[src/hw/rtl/itp_pkg.sv]
// itp_pkg: types, codes and character constants of the infix to postfix converter
// no dependencies; used by itp_cmp and the top level by scoped names
package itp_pkg;

  localparam logic [7:0] CH_PLUS  = 8'h2B;
  localparam logic [7:0] CH_MINUS = 8'h2D;
  localparam logic [7:0] CH_STAR  = 8'h2A;
  localparam logic [7:0] CH_SLASH = 8'h2F;
  localparam logic [7:0] CH_CARET = 8'h5E;
  localparam logic [7:0] CH_LPAR  = 8'h28;
  localparam logic [7:0] CH_RPAR  = 8'h29;
  localparam logic [7:0] CH_SPACE = 8'h20;
  localparam logic [7:0] CH_ZERO  = 8'h30;
  localparam logic [7:0] CH_NINE  = 8'h39;
  localparam logic [7:0] CH_NUL   = 8'h00;

  // precedence levels, unknown bytes and '^' bind tightest
  localparam logic [1:0] PREC_ADD = 2'd1;
  localparam logic [1:0] PREC_MUL = 2'd2;
  localparam logic [1:0] PREC_MAX = 2'd3;

  typedef enum logic [1:0] {
    ERR_NONE      = 2'd0,
    ERR_UNMATCHED = 2'd1,
    ERR_OVERFLOW  = 2'd2
  } itp_err_e;

  typedef enum logic [2:0] {
    ST_IDLE,
    ST_FETCH,
    ST_CHECK,
    ST_EMIT_A,
    ST_EMIT_B,
    ST_TAIL,
    ST_PUSH,
    ST_FINISH
  } itp_state_e;

  // what the pop loop is doing
  typedef enum logic [1:0] {
    MD_FLUSH,
    MD_CLOSE,
    MD_OPER
  } itp_mode_e;

  // result of the stack top compare
  typedef struct packed {
    logic is_lpar;
    logic pop;
  } itp_cmp_t;

  function automatic logic [1:0] prec_of(input logic [7:0] c);
    logic [1:0] p;
    p = PREC_MAX;
    if (c == CH_PLUS || c == CH_MINUS) begin
      p = PREC_ADD;
    end else if (c == CH_STAR || c == CH_SLASH) begin
      p = PREC_MUL;
    end
    return p;
  endfunction

  function automatic logic is_digit(input logic [7:0] c);
    return (c >= CH_ZERO) && (c <= CH_NINE);
  endfunction

endpackage

[src/hw/rtl/itp_ram.sv]
// itp_ram: generic single write port, single read port ram with registered read
// no dependencies
module itp_ram #(
  parameter int WIDTH = 8,
  parameter int DEPTH = 16
) (
  input  logic                     clk_i,
  input  logic                     we_i,
  input  logic [$clog2(DEPTH)-1:0] waddr_i,
  input  logic [WIDTH-1:0]         wdata_i,
  input  logic                     re_i,
  input  logic [$clog2(DEPTH)-1:0] raddr_i,
  output logic [WIDTH-1:0]         rdata_o
);

  logic [WIDTH-1:0] mem_q [DEPTH];
  logic [WIDTH-1:0] rdata_q;

  always_ff @(posedge clk_i) begin
    if (we_i) begin
      mem_q[waddr_i] <= wdata_i;
    end
    if (re_i) begin
      rdata_q <= mem_q[raddr_i];
    end
  end

  assign rdata_o = rdata_q;

endmodule

[src/hw/rtl/itp_cmp.sv]
// itp_cmp: precedence compare of the stack top against the incoming operator
// depends on itp_pkg
module itp_cmp (
  input  logic [7:0]        top_i,
  input  logic [1:0]        prec_i,
  output itp_pkg::itp_cmp_t res_o
);

  logic lpar;

  assign lpar          = (top_i == itp_pkg::CH_LPAR);
  assign res_o.is_lpar = lpar;
  // left-associative: pop on higher or equal precedence, never past '('
  assign res_o.pop     = !lpar && (itp_pkg::prec_of(top_i) >= prec_i);

endmodule

[src/hw/rtl/infix_to_postfix_converter.sv]
// infix_to_postfix_converter: shunting-yard converter, top level and sequencer
// depends on itp_pkg, itp_ram, itp_cmp
//
// Takes an infix expression one byte per input beat (tlast marks the end of the
// expression; its byte is ignored) and streams the postfix form, one byte per
// output beat, with tlast on the final beat caused by each input and the error
// code in tuser on that beat. '+' '-' '*' '/', ')' and the end beat pop stacked
// operators, each through the fetch, check, emit_a and emit_b states. The pace
// is set by the operator stack, a ram with registered read that is visited once
// per pop, and by the single sequencer that drives one output byte per emit
// cycle while the held byte can move on. The block takes no new beat until all
// beats of the current input are generated; the last one may still sit in the
// output register while the next input is taken.
module infix_to_postfix_converter #(
  parameter int STACK_DEPTH = 16
) (
  input  logic       clk_i,
  input  logic       rst_ni,
  input  logic       s_axis_tvalid_i,
  output logic       s_axis_tready_o,
  input  logic [7:0] s_axis_tdata_i,   // [7:0] char_in
  input  logic       s_axis_tlast_i,   // end_expr
  output logic       m_axis_tvalid_o,
  input  logic       m_axis_tready_i,
  output logic [7:0] m_axis_tdata_o,   // [7:0] char_out
  output logic       m_axis_tlast_o,   // last_of_run
  output logic [1:0] m_axis_tuser_o    // [1:0] error_code
);

  localparam int AW = (STACK_DEPTH > 1) ? $clog2(STACK_DEPTH) : 1;
  localparam int CW = $clog2(STACK_DEPTH + 1);

  itp_pkg::itp_state_e state_q, state_d;
  itp_pkg::itp_mode_e  mode_q, mode_d;
  itp_pkg::itp_err_e   err_q, err_d;

  logic [7:0]    char_q, char_d;     // operator being handled
  logic [1:0]    prec_q, prec_d;
  logic [CW-1:0] cnt_q, cnt_d;       // stack fill
  logic [CW-1:0] cnt_m1;

  // one byte held back so that the final beat of an input can carry tlast
  logic       pend_vld_q, pend_vld_d;
  logic [7:0] pend_char_q, pend_char_d;

  // output register
  logic       m_vld_q;
  logic [7:0] m_data_q;
  logic       m_last_q;
  logic [1:0] m_err_q;
  logic       out_free;
  logic       out_load;
  logic [7:0] out_char;
  logic       out_last;
  logic [1:0] out_err;

  // stack ram
  logic          ram_we, ram_re;
  logic [7:0]    ram_wdata;
  logic [7:0]    top;

  logic                 in_acc;
  logic                 emit_ok;
  logic                 stack_full;
  itp_pkg::itp_cmp_t    cmp;

  assign in_acc     = s_axis_tvalid_i && s_axis_tready_o;
  assign out_free   = !m_vld_q || m_axis_tready_i;
  // a new byte fits if nothing is held back or the held byte can move on
  assign emit_ok    = !pend_vld_q || out_free;
  assign cnt_m1     = cnt_q - CW'(1);
  assign stack_full = (cnt_q >= CW'(STACK_DEPTH));

  itp_ram #(
    .WIDTH (8),
    .DEPTH (STACK_DEPTH)
  ) u_stack (
    .clk_i   (clk_i),
    .we_i    (ram_we),
    .waddr_i (cnt_q[AW-1:0]),
    .wdata_i (ram_wdata),
    .re_i    (ram_re),
    .raddr_i (cnt_m1[AW-1:0]),
    .rdata_o (top)
  );

  // the one compare unit, reused on every pop iteration
  itp_cmp u_cmp (
    .top_i  (top),
    .prec_i (prec_q),
    .res_o  (cmp)
  );

  // next state
  always_comb begin
    state_d = state_q;
    unique case (state_q)
      itp_pkg::ST_IDLE: begin
        if (in_acc) begin
          priority if (s_axis_tlast_i) begin
            state_d = itp_pkg::ST_FETCH;
          end else if (itp_pkg::is_digit(s_axis_tdata_i)
                       || s_axis_tdata_i == itp_pkg::CH_LPAR) begin
            state_d = itp_pkg::ST_FINISH;
          end else if (s_axis_tdata_i == itp_pkg::CH_RPAR) begin
            state_d = itp_pkg::ST_FETCH;
          end else if (itp_pkg::prec_of(s_axis_tdata_i) < itp_pkg::PREC_MAX) begin
            state_d = itp_pkg::ST_FETCH;
          end else begin
            state_d = itp_pkg::ST_PUSH;
          end
        end
      end
      itp_pkg::ST_FETCH: begin
        if (cnt_q == '0) begin
          unique case (mode_q)
            itp_pkg::MD_FLUSH: state_d = itp_pkg::ST_TAIL;
            itp_pkg::MD_CLOSE: state_d = itp_pkg::ST_FINISH;
            default:           state_d = itp_pkg::ST_PUSH;
          endcase
        end else begin
          state_d = itp_pkg::ST_CHECK;
        end
      end
      itp_pkg::ST_CHECK: begin
        unique case (mode_q)
          itp_pkg::MD_FLUSH: state_d = itp_pkg::ST_EMIT_A;
          itp_pkg::MD_CLOSE: state_d = cmp.is_lpar ? itp_pkg::ST_FINISH
                                                   : itp_pkg::ST_EMIT_A;
          default:           state_d = cmp.pop ? itp_pkg::ST_EMIT_A
                                               : itp_pkg::ST_PUSH;
        endcase
      end
      itp_pkg::ST_EMIT_A: if (emit_ok) state_d = itp_pkg::ST_EMIT_B;
      itp_pkg::ST_EMIT_B: if (emit_ok) state_d = itp_pkg::ST_FETCH;
      itp_pkg::ST_TAIL:   if (emit_ok) state_d = itp_pkg::ST_FINISH;
      itp_pkg::ST_PUSH:   state_d = itp_pkg::ST_FINISH;
      itp_pkg::ST_FINISH: begin
        if (out_free || (!pend_vld_q && err_q == itp_pkg::ERR_NONE)) begin
          state_d = itp_pkg::ST_IDLE;
        end
      end
      default: state_d = itp_pkg::ST_IDLE;
    endcase
  end

  // datapath control
  always_comb begin
    s_axis_tready_o = 1'b0;
    mode_d      = mode_q;
    err_d       = err_q;
    char_d      = char_q;
    prec_d      = prec_q;
    cnt_d       = cnt_q;
    pend_vld_d  = pend_vld_q;
    pend_char_d = pend_char_q;
    out_load    = 1'b0;
    out_char    = pend_char_q;
    out_last    = 1'b0;
    out_err     = itp_pkg::ERR_NONE;
    ram_we      = 1'b0;
    ram_re      = 1'b0;
    ram_wdata   = char_q;

    unique case (state_q)
      itp_pkg::ST_IDLE: begin
        s_axis_tready_o = 1'b1;
        if (in_acc) begin
          char_d = s_axis_tdata_i;
          prec_d = itp_pkg::prec_of(s_axis_tdata_i);
          err_d  = itp_pkg::ERR_NONE;
          mode_d = itp_pkg::MD_OPER;
          priority if (s_axis_tlast_i) begin
            mode_d = itp_pkg::MD_FLUSH;
          end else if (itp_pkg::is_digit(s_axis_tdata_i)) begin
            pend_vld_d  = 1'b1;
            pend_char_d = s_axis_tdata_i;
          end else if (s_axis_tdata_i == itp_pkg::CH_LPAR) begin
            ram_wdata = s_axis_tdata_i;
            if (stack_full) begin
              err_d = itp_pkg::ERR_OVERFLOW;
            end else begin
              ram_we = 1'b1;
              cnt_d  = cnt_q + CW'(1);
            end
          end else if (s_axis_tdata_i == itp_pkg::CH_RPAR) begin
            mode_d = itp_pkg::MD_CLOSE;
          end else begin
            // operator: leading space
            pend_vld_d  = 1'b1;
            pend_char_d = itp_pkg::CH_SPACE;
          end
        end
      end
      itp_pkg::ST_FETCH: begin
        if (cnt_q != '0) begin
          ram_re = 1'b1;
        end else if (mode_q == itp_pkg::MD_CLOSE) begin
          err_d = itp_pkg::ERR_UNMATCHED;
        end
      end
      itp_pkg::ST_CHECK: begin
        if (mode_q != itp_pkg::MD_OPER || cmp.pop) begin
          cnt_d = cnt_m1;
        end
      end
      itp_pkg::ST_EMIT_A, itp_pkg::ST_EMIT_B, itp_pkg::ST_TAIL: begin
        if (emit_ok) begin
          out_load   = pend_vld_q;
          pend_vld_d = 1'b1;
          // popped operator goes before its space on an operator, after it otherwise
          if (state_q == itp_pkg::ST_TAIL) begin
            pend_char_d = itp_pkg::CH_SPACE;
          end else if ((state_q == itp_pkg::ST_EMIT_A) == (mode_q == itp_pkg::MD_OPER)) begin
            pend_char_d = top;
          end else begin
            pend_char_d = itp_pkg::CH_SPACE;
          end
        end
      end
      itp_pkg::ST_PUSH: begin
        if (stack_full) begin
          err_d = itp_pkg::ERR_OVERFLOW;
        end else begin
          ram_we = 1'b1;
          cnt_d  = cnt_q + CW'(1);
        end
      end
      itp_pkg::ST_FINISH: begin
        if (out_free) begin
          out_last = 1'b1;
          out_err  = err_q;
          if (pend_vld_q) begin
            out_load   = 1'b1;
            pend_vld_d = 1'b0;
          end else if (err_q != itp_pkg::ERR_NONE) begin
            // error with no byte of its own: a lone nul beat carries it
            out_load = 1'b1;
            out_char = itp_pkg::CH_NUL;
          end
        end
      end
      default: ;
    endcase
  end

  always_ff @(posedge clk_i or negedge rst_ni) begin
    if (!rst_ni) begin
      state_q    <= itp_pkg::ST_IDLE;
      mode_q     <= itp_pkg::MD_OPER;
      err_q      <= itp_pkg::ERR_NONE;
      cnt_q      <= '0;
      pend_vld_q <= 1'b0;
      m_vld_q    <= 1'b0;
    end else begin
      state_q    <= state_d;
      mode_q     <= mode_d;
      err_q      <= err_d;
      cnt_q      <= cnt_d;
      pend_vld_q <= pend_vld_d;
      if (out_load) begin
        m_vld_q <= 1'b1;
      end else if (m_axis_tready_i) begin
        m_vld_q <= 1'b0;
      end
    end
  end

  // payload registers
  always_ff @(posedge clk_i) begin
    char_q      <= char_d;
    prec_q      <= prec_d;
    pend_char_q <= pend_char_d;
    if (out_load) begin
      m_data_q <= out_char;
      m_last_q <= out_last;
      m_err_q  <= out_err;
    end
  end

  assign m_axis_tvalid_o = m_vld_q;
  assign m_axis_tdata_o  = m_data_q;
  assign m_axis_tlast_o  = m_last_q;
  assign m_axis_tuser_o  = m_err_q;

  // stack fill never passes the depth
  a_cnt_range : assert property (@(posedge clk_i) disable iff (!rst_ni)
    cnt_q <= CW'(STACK_DEPTH))
    else $error("stack fill beyond depth");

  // nothing is held back between inputs
  a_idle_pend : assert property (@(posedge clk_i) disable iff (!rst_ni)
    state_q == itp_pkg::ST_IDLE |-> !pend_vld_q)
    else $error("held byte left over in idle");

  // the stack is only read when it holds something
  a_check_nonempty : assert property (@(posedge clk_i) disable iff (!rst_ni)
    state_q == itp_pkg::ST_CHECK |-> $past(cnt_q) != '0)
    else $error("stack read while empty");

  // an error code only ever rides on a final beat
  a_err_last : assert property (@(posedge clk_i) disable iff (!rst_ni)
    m_vld_q && m_err_q != itp_pkg::ERR_NONE |-> m_last_q)
    else $error("error code on a non-final beat");

  // a held byte is never overwritten without moving to the output register
  a_pend_kept : assert property (@(posedge clk_i) disable iff (!rst_ni)
    pend_vld_q && !out_free && state_q != itp_pkg::ST_IDLE |=>
      pend_vld_q && $stable(pend_char_q))
    else $error("held byte lost");

endmodule
[config.mk]
export PLATFORM = sky130hd
export DESIGN_NAME = infix_to_postfix_converter
export DESIGN_NICKNAME = d
export VERILOG_FILES = /design/src/hw/rtl/itp_pkg.sv /design/src/hw/rtl/itp_ram.sv /design/src/hw/rtl/itp_cmp.sv /design/src/hw/rtl/infix_to_postfix_converter.sv
export SDC_FILE = /design/constraint.sdc
export NUM_CORES = 1
export LEC_CHECK = 0
export BUFFER_PORTS_ARGS = -buffer_cell sky130_fd_sc_hd__clkbuf_2
export CAP_MARGIN = 30
export CORE_ASPECT_RATIO = 0.8
export CORE_MARGIN = 4
export CORE_UTILIZATION = 60
export DETAILED_ROUTE_END_ITERATION = 16
export GPL_ROUTABILITY_DRIVEN = 0
export PLACE_DENSITY = 0.82
export SLEW_MARGIN = 25
export SYNTH_ARGS = -nofsm -noshare
export SYNTH_HDL_FRONTEND = slang
export SYNTH_SLANG_ARGS = --single-unit
[constraint.sdc]
create_clock -name clk_i -period 6 [get_ports clk_i]
set_input_delay 0 -clock clk_i [delete_from_list [all_inputs] [get_ports clk_i]]
set_output_delay 0 -clock clk_i [all_outputs]
set_load 0.05 [all_outputs]
After elaboration in Yosys (flattened, before gate mapping)
Memory sizes are Yosys's and may differ from the RTL's. A register that Yosys moved wholly into a read port is not among the register bits.
Cells that the tools add are included.
Word-level totals
  memories: 1
  logic and storage cells: 182
  bits in read-only memories: 0
  RAM bits: 128
  bits in latches: 0
  register bits: 43
Memory list
  u_stack.mem_q: depth 16, width 8, rd ports 1, clocked after Yosys merged registers in 1, write ports 1, RTL line itp_ram.sv:16  | logic [WIDTH-1:0] mem_q [DEPTH];
Cells by class
  eq/ne operators: 38
  add/subtract/negate cells: 2
  bitwise gates (word level): 0
  multiplexer cells: 89
  div/mod/pow operators: 0
  reduce and logical (&&, ||, !) cells: 35
  multipliers: 0
  shift operators: 0
  magnitude comparators: 5
Operators with widths (count)
  2-to-1 mux 8 bit: 17
  equality test 8 x 6 -> 1 bit, second input constant: 11
  2-to-1 mux 2 bit: 19
  2-to-1 mux 3 bit: 12
  2-to-1 mux 5 bit: 6
  inequality test 2 bit, second input constant: 15
  2-to-1 mux 1 bit: 26
  case mux 3 bit (8 select lines): 1
  case mux 8 bit (2 select lines): 1
  case mux 5 bit (3 select lines): 1
  equality test 3 bit, second input constant: 4
  AND reduction 6 bit: 2
  AND reduction 5 bit: 2
  logical OR 1 bit: 9
  nonzero test 3 bit: 3
  greater-or-equal comparator 8 x 6 -> 1 bit, second input constant: 1
  less-or-equal comparator 8 x 6 -> 1 bit, second input constant: 1
  AND reduction 7 bit: 1
  equality test 3 x 2 -> 1 bit, second input constant: 2
  inequality test 3 bit, second input constant: 2
  case mux 2 bit (3 select lines): 1
  case mux 3 bit (2 select lines): 1
  nonzero test 2 bit: 3
  adder 5 x 1 -> 5 bit, second input constant: 1
  other kinds (19): 27

Logic depth before layout (Yosys ltp)
  depth after elaboration: 16
  gate-level depth with buffers: 11
  mapped depth without buffers: 9

Cells and area by module
Synthesis repeated with hierarchy kept, for this count alone.
Unflattened totals
  cell total of the unflattened synthesis: 450
  area, all modules: 7723.7 um2
By module, submodules not included
  itp_ram: cells each 229, area an instance 5227.5 um2, instances 1
  infix_to_postfix_converter: cells each 206, area an instance 2388.5 um2, instances 1
  itp_cmp: cells each 15, area an instance 107.6 um2, instances 1

Least setup slack after synthesis
Ideal clock, no wire load.
  path kind: register to register
  from: register cnt_q[0]
  to: register u_stack.rdata_q[6], in the netlist u_stack.rdata_o[6], read port of u_stack.mem_q, data pin
  setup slack: 3386 ps
  arrival time: 2343 ps
  period minus slack after synthesis: 2614 ps
  cell stages (with the launch flop): 12
  buffers on the path: 5
  data required time: 5730 ps
  cell sequence: dfrtp_1 > buf_6 > buf_6 > buf_6 > inv_1 > ha_1 > clkbuf_1 > buf_2 > mux4_2 > nor2b_1 > a211oi_1 > a21oi_1
Between the ends
  longest elaborated chain between the ends: 3
RTL lines
  start: declaration: RTL line infix_to_postfix_converter.sv:39  | logic [CW-1:0] cnt_q, cnt_d;
  start signal: assignment: RTL line infix_to_postfix_converter.sv:259  | cnt_q <= cnt_d;
  parallel branches: the longest is 3 deep, another holds subtractor 5 x 1 -> 5 bit
  end: declaration: RTL line itp_ram.sv:17  | logic [WIDTH-1:0] rdata_q;
Several ways; the timed one is not identified.
A chain may end at the register's enable or synchronous reset.

Worst setup path in the final report
  from: register state_q[2]
  to: memory u_stack.mem_q[15][1], enable pin
Between the ends
  longest elaborated chain between the ends: 7
RTL lines
  start: declaration: RTL line infix_to_postfix_converter.sv:33  | itp_pkg::itp_state_e state_q, state_d;
  start signal: assignment: RTL line infix_to_postfix_converter.sv:249  | state_q <= itp_pkg::ST_IDLE;
  start signal: assignment: RTL line infix_to_postfix_converter.sv:256  | state_q <= state_d;
  logical NOT 3 bit: RTL line infix_to_postfix_converter.sv:165  | unique case (state_q)
  2-to-1 mux 1 bit: RTL line infix_to_postfix_converter.sv:165
  logical AND 1 bit: RTL line infix_to_postfix_converter.sv:67  | assign in_acc = s_axis_tvalid_i && s_axis_tready_o;
  2-to-1 mux 1 bit: RTL line infix_to_postfix_converter.sv:168  | if (in_acc) begin
  case mux 1 bit (2 select lines) (*): RTL line infix_to_postfix_converter.sv:165
  2-to-1 mux 1 bit (*): RTL line itp_ram.sv:20  | if (we_i) begin
  2-to-1 mux 1 bit (not written as such) (*): RTL line itp_ram.sv:21  | mem_q[waddr_i] <= wdata_i;
  end: declaration: RTL line itp_ram.sv:16
Mark *: on every way between the ends. The rest lies on a longest branch, timed or not.

==> results by group <==
Detailed routing
  • Post-route DRC: 0
  • DR vias/cell: 6.236
  • Avg WL per Cell: approximately 22 µm
  • Iter 0 DRT Violations: 578
  • Final WL: ~15 mm
  • Via count: roughly 4300
  • Final ANT Viol Nets: 0
  • DR pass1 iterations: 5

Timing
  • Unrepaired setup endpoints after global routing: no
  • Max-slew violations: 0
  • Sum Neg Setup Slack: 0 ns
  • Clk_skew: about 0.0094 ns
  • Hold WS: 0.03205 ns
  • Post-route minimum period: around 3.4 ns
  • Pin slew with the least headroom to its limit: slightly above 0.9 ns
  • Max frequency: 295.3 MHz
  • Count of final hold-check violations: 0
  • Final worst-path cycle share: 0.5644
  • Setup Viol. Count Final: 0
  • Worst rel slew slack: 0.3889
  • Final setup margin: about 2.6 ns

Pwr
  • Gate power share: 0.349
  • Total net switching power: 1.591 mW
  • Reg power frac: 0.407
  • Static leakage: 2.912 nW
  • PD cells: 508.7 mW/mm²
  • Maximum vdd drop: a little under 0.0005 V
  • Int Power: approximately 2.8 mW
  • Sw Ratio: 0.3594
  • Pwr Total: 4.425 mW
  • Clock Power Share: 0.244

Clock tree
  • CTS tree: yes
  • Root buffer cell: clkbuf_16
  • Clock Pin Slew Worst Setup and Hold Paths: 0.07 ns
  • Clk buf depth: 2
  • Clock net sink count: 179
  • Clk Latency, worst-skew pair: 0.44 ns
  • CTS H-tree lvls: 4
  • CTS Buf Count: 17

Global routing
  • GRT overflow: 0
  • Initial antenna violation count: 0
  • Largest net degree at the start of global routing: 39
  • Vias in the first global route: 4086
  • First-pass GRT wire length: 24.51 mm
  • Total track usage: 0.2276

Floorplan
  • I/O pins: 26
  • Starting Density: 0.6278
  • Die Area: 0.01491 mm²
  • Die width: about 140 µm
  • Row Count: 36
  • Die outline height: around 110 µm
  • Core area: 0.01243 mm²

Synth
  • Warnings, synthesis: 0
  • Cell Area, Synth: 0.007805 mm²
  • EDFF count, synth: ~170
  • Synth area leaders: edfxtp_1, mux4_2, dfrtp_1
  • Fraction of registers with async set/reset: 0.07821
  • Synth Instances: 468
  • Top cell type by total area after synthesis: edfxtp_1
  • Top FF cell, synth: edfxtp_1
  • Post-synth top area share: 0.6348
  • Syn Area/Cell: 16.68 µm²
  • Register area share after synthesis: 0.6799
  • Post-synth cell types: 63
  • Post-synthesis register bit count: 179
  • Post-Syn Nets: a little under 500

Min path
  • Worst hold path type: in -> async

Layout
  • FILL cells: 798
  • Final core occ: 0.6998
  • Share of layout cells above drive strength 1: 0.2330
  • Antenna diode count: 0
  • Final net count: 521
  • Layout area overhead: 11.46%

Placed design
  • # port buffers: 25
  • DP Worst Slack: 2.663 ns
  • Detail Placement HPWL: 9.811 mm

Run
  • Max cap viols: 0

Setup path
  • CP Capture Type: register
  • CP Data Required Time: between 6 and 7 ns
  • Max FO, Critical Path: 19
  • Worst Path Arrival: 3.44 ns
  • Critical path launch point type: register
  • Kind of critical path: reg -> reg

Outcome
  • Status: complete, no violations
[power groups by stage]
stage / logic [mW] / registers, mW / clock network [mW]
6_report: 1.54 / 1.80 / 1.08
4_1_cts: 1.55 / 1.80 / 1.09
3_5_place_dp: 1.52 / 1.82 / 0
3_3_place_gp: 1.50 / 1.82 / 0
2_1_floorplan: 1.21 / 1.85 / 0
5_1_grt: 1.67 / 1.82 / 1.16
[cell families (layout without fill, tap and decap cells)]
logic type,count (synthesis),count (layout),share of synthesized area
flip-flops,179,179,0.6799
AND/OR/NAND/NOR,130,130,0.1061
AO/OA/AOI/OAI,62,62,0.05499
multiplexers,45,45,0.1095
buffers and inverters,36,83,0.02773
XOR/XNOR,10,10,0.01218
adder cells (fa/ha/maj),6,6,0.009618
[per-stage QoR]
stage / instance area [µm²] / instances
after floorplan: 7805 / 468
after global placement: 7993 / 642
after detailed placement: 8004 / 642
after CTS: 8700 / 686
after global routing: 8700 / 686
final: 8700 / 686
[synthesized netlist by cell type, types with 3 or more instances]
cell and instances:
xnor2_1 7, a211oi_1 8, ha_1 6, inv_1 11, a21oi_1 16, nand3_1 12, buf_4 3, o21ai_0 6
nand2_2 3, nor3_2 4, nand2b_1 9, nor3_1 6, a21o_1 3, nor2_1 27, buf_6 8, nand2_1 13
a31oi_1 5, a22o_1 5, clkbuf_1 6, nor2b_1 20, and2_1 11, edfxtp_1 165, mux4_2 32, buf_2 8
dfrtp_1 13, mux2i_1 10
[registers in the layout, summed over array words and instances (netlist names), 2 cells and up]
register         flops
u_stack.mem_q      128
char_q               8
m_axis_tdata_o       8
pend_char_q          8
u_stack.rdata_o      8
cnt_q                5
state_q              3
err_q                2
m_axis_tuser_o       2
mode_q               2
prec_q               2
[repair_timing]
action | 4_1_cts | 5_1_grt
endpoints found under the hold margin | 27 | 0
gates resized for setup | 0 | 0
buffers inserted | 0 | 0
hold buffers | 12 | 0
setup endpoints to repair | 0 | 0
[worst paths after layout]
check / cells after the start / start / to / slack [ns]
setup / recovery: 5 / state_q[2] / u_stack.mem_q[15][1] / 2.61
hold / removal: 2 / rst_ni / cnt_q[3] / 0.03
setup reg to reg: 5 / state_q[2] / u_stack.mem_q[15][1] / 2.61
hold reg to reg: 2 / mode_q[1] / mode_q[1] / 0.53
max in group asynchronous: 2 / rst_ni / mode_q[1] / 5.63
min in group clk_i: 4 / s_axis_tlast_i / mode_q[0] / 0.06
[final cells by class]
type                            instances  area (µm²)  area share
Clock buffer                           18       429.2     0.04933
Inverter                               11       41.29    0.004746
Multi-Input combinational cell        253        2293      0.2636
Sequential cell                       179        5308      0.6101
Clock inverter                         14       146.4     0.01683
Tap cell                              171       214.0     0.02459
Timing Repair Buffer                   40       267.8     0.03078
[cell usage in the layout (no fill, tap or decap), types with 12 or more instances in the layout]
master and count:
edfxtp_1 165, dfrtp_1 12, clkbuf_2 25, nor2b_1 20, clkbuf_16 17, nor2_1 27, a21oi_1 16, nand3_1 12
nand2_1 13, dlygate4sd3_1 12, mux4_2 32
[worst max-delay path: stages, from the launching register on]
cell and delay [ns]:
dfrtp_1 0.64, nor4b_4 0.91, nand4_4 0.33, a21oi_4 0.29
nand2_2 0.13, nor2_1 0.71
[metal layers]
layer	track usage	wire length, µm	share of wire	up-vias
met5	0	0	0	-
met4	0.06475	227	0.015	0
met3	0.05853	1431	0.093	20
met2	0.3516	7416	0.48	230
met1	0.3283	6312	0.41	2136
li1	-	-	-	1892
Power figures use the tool's default switching activity.
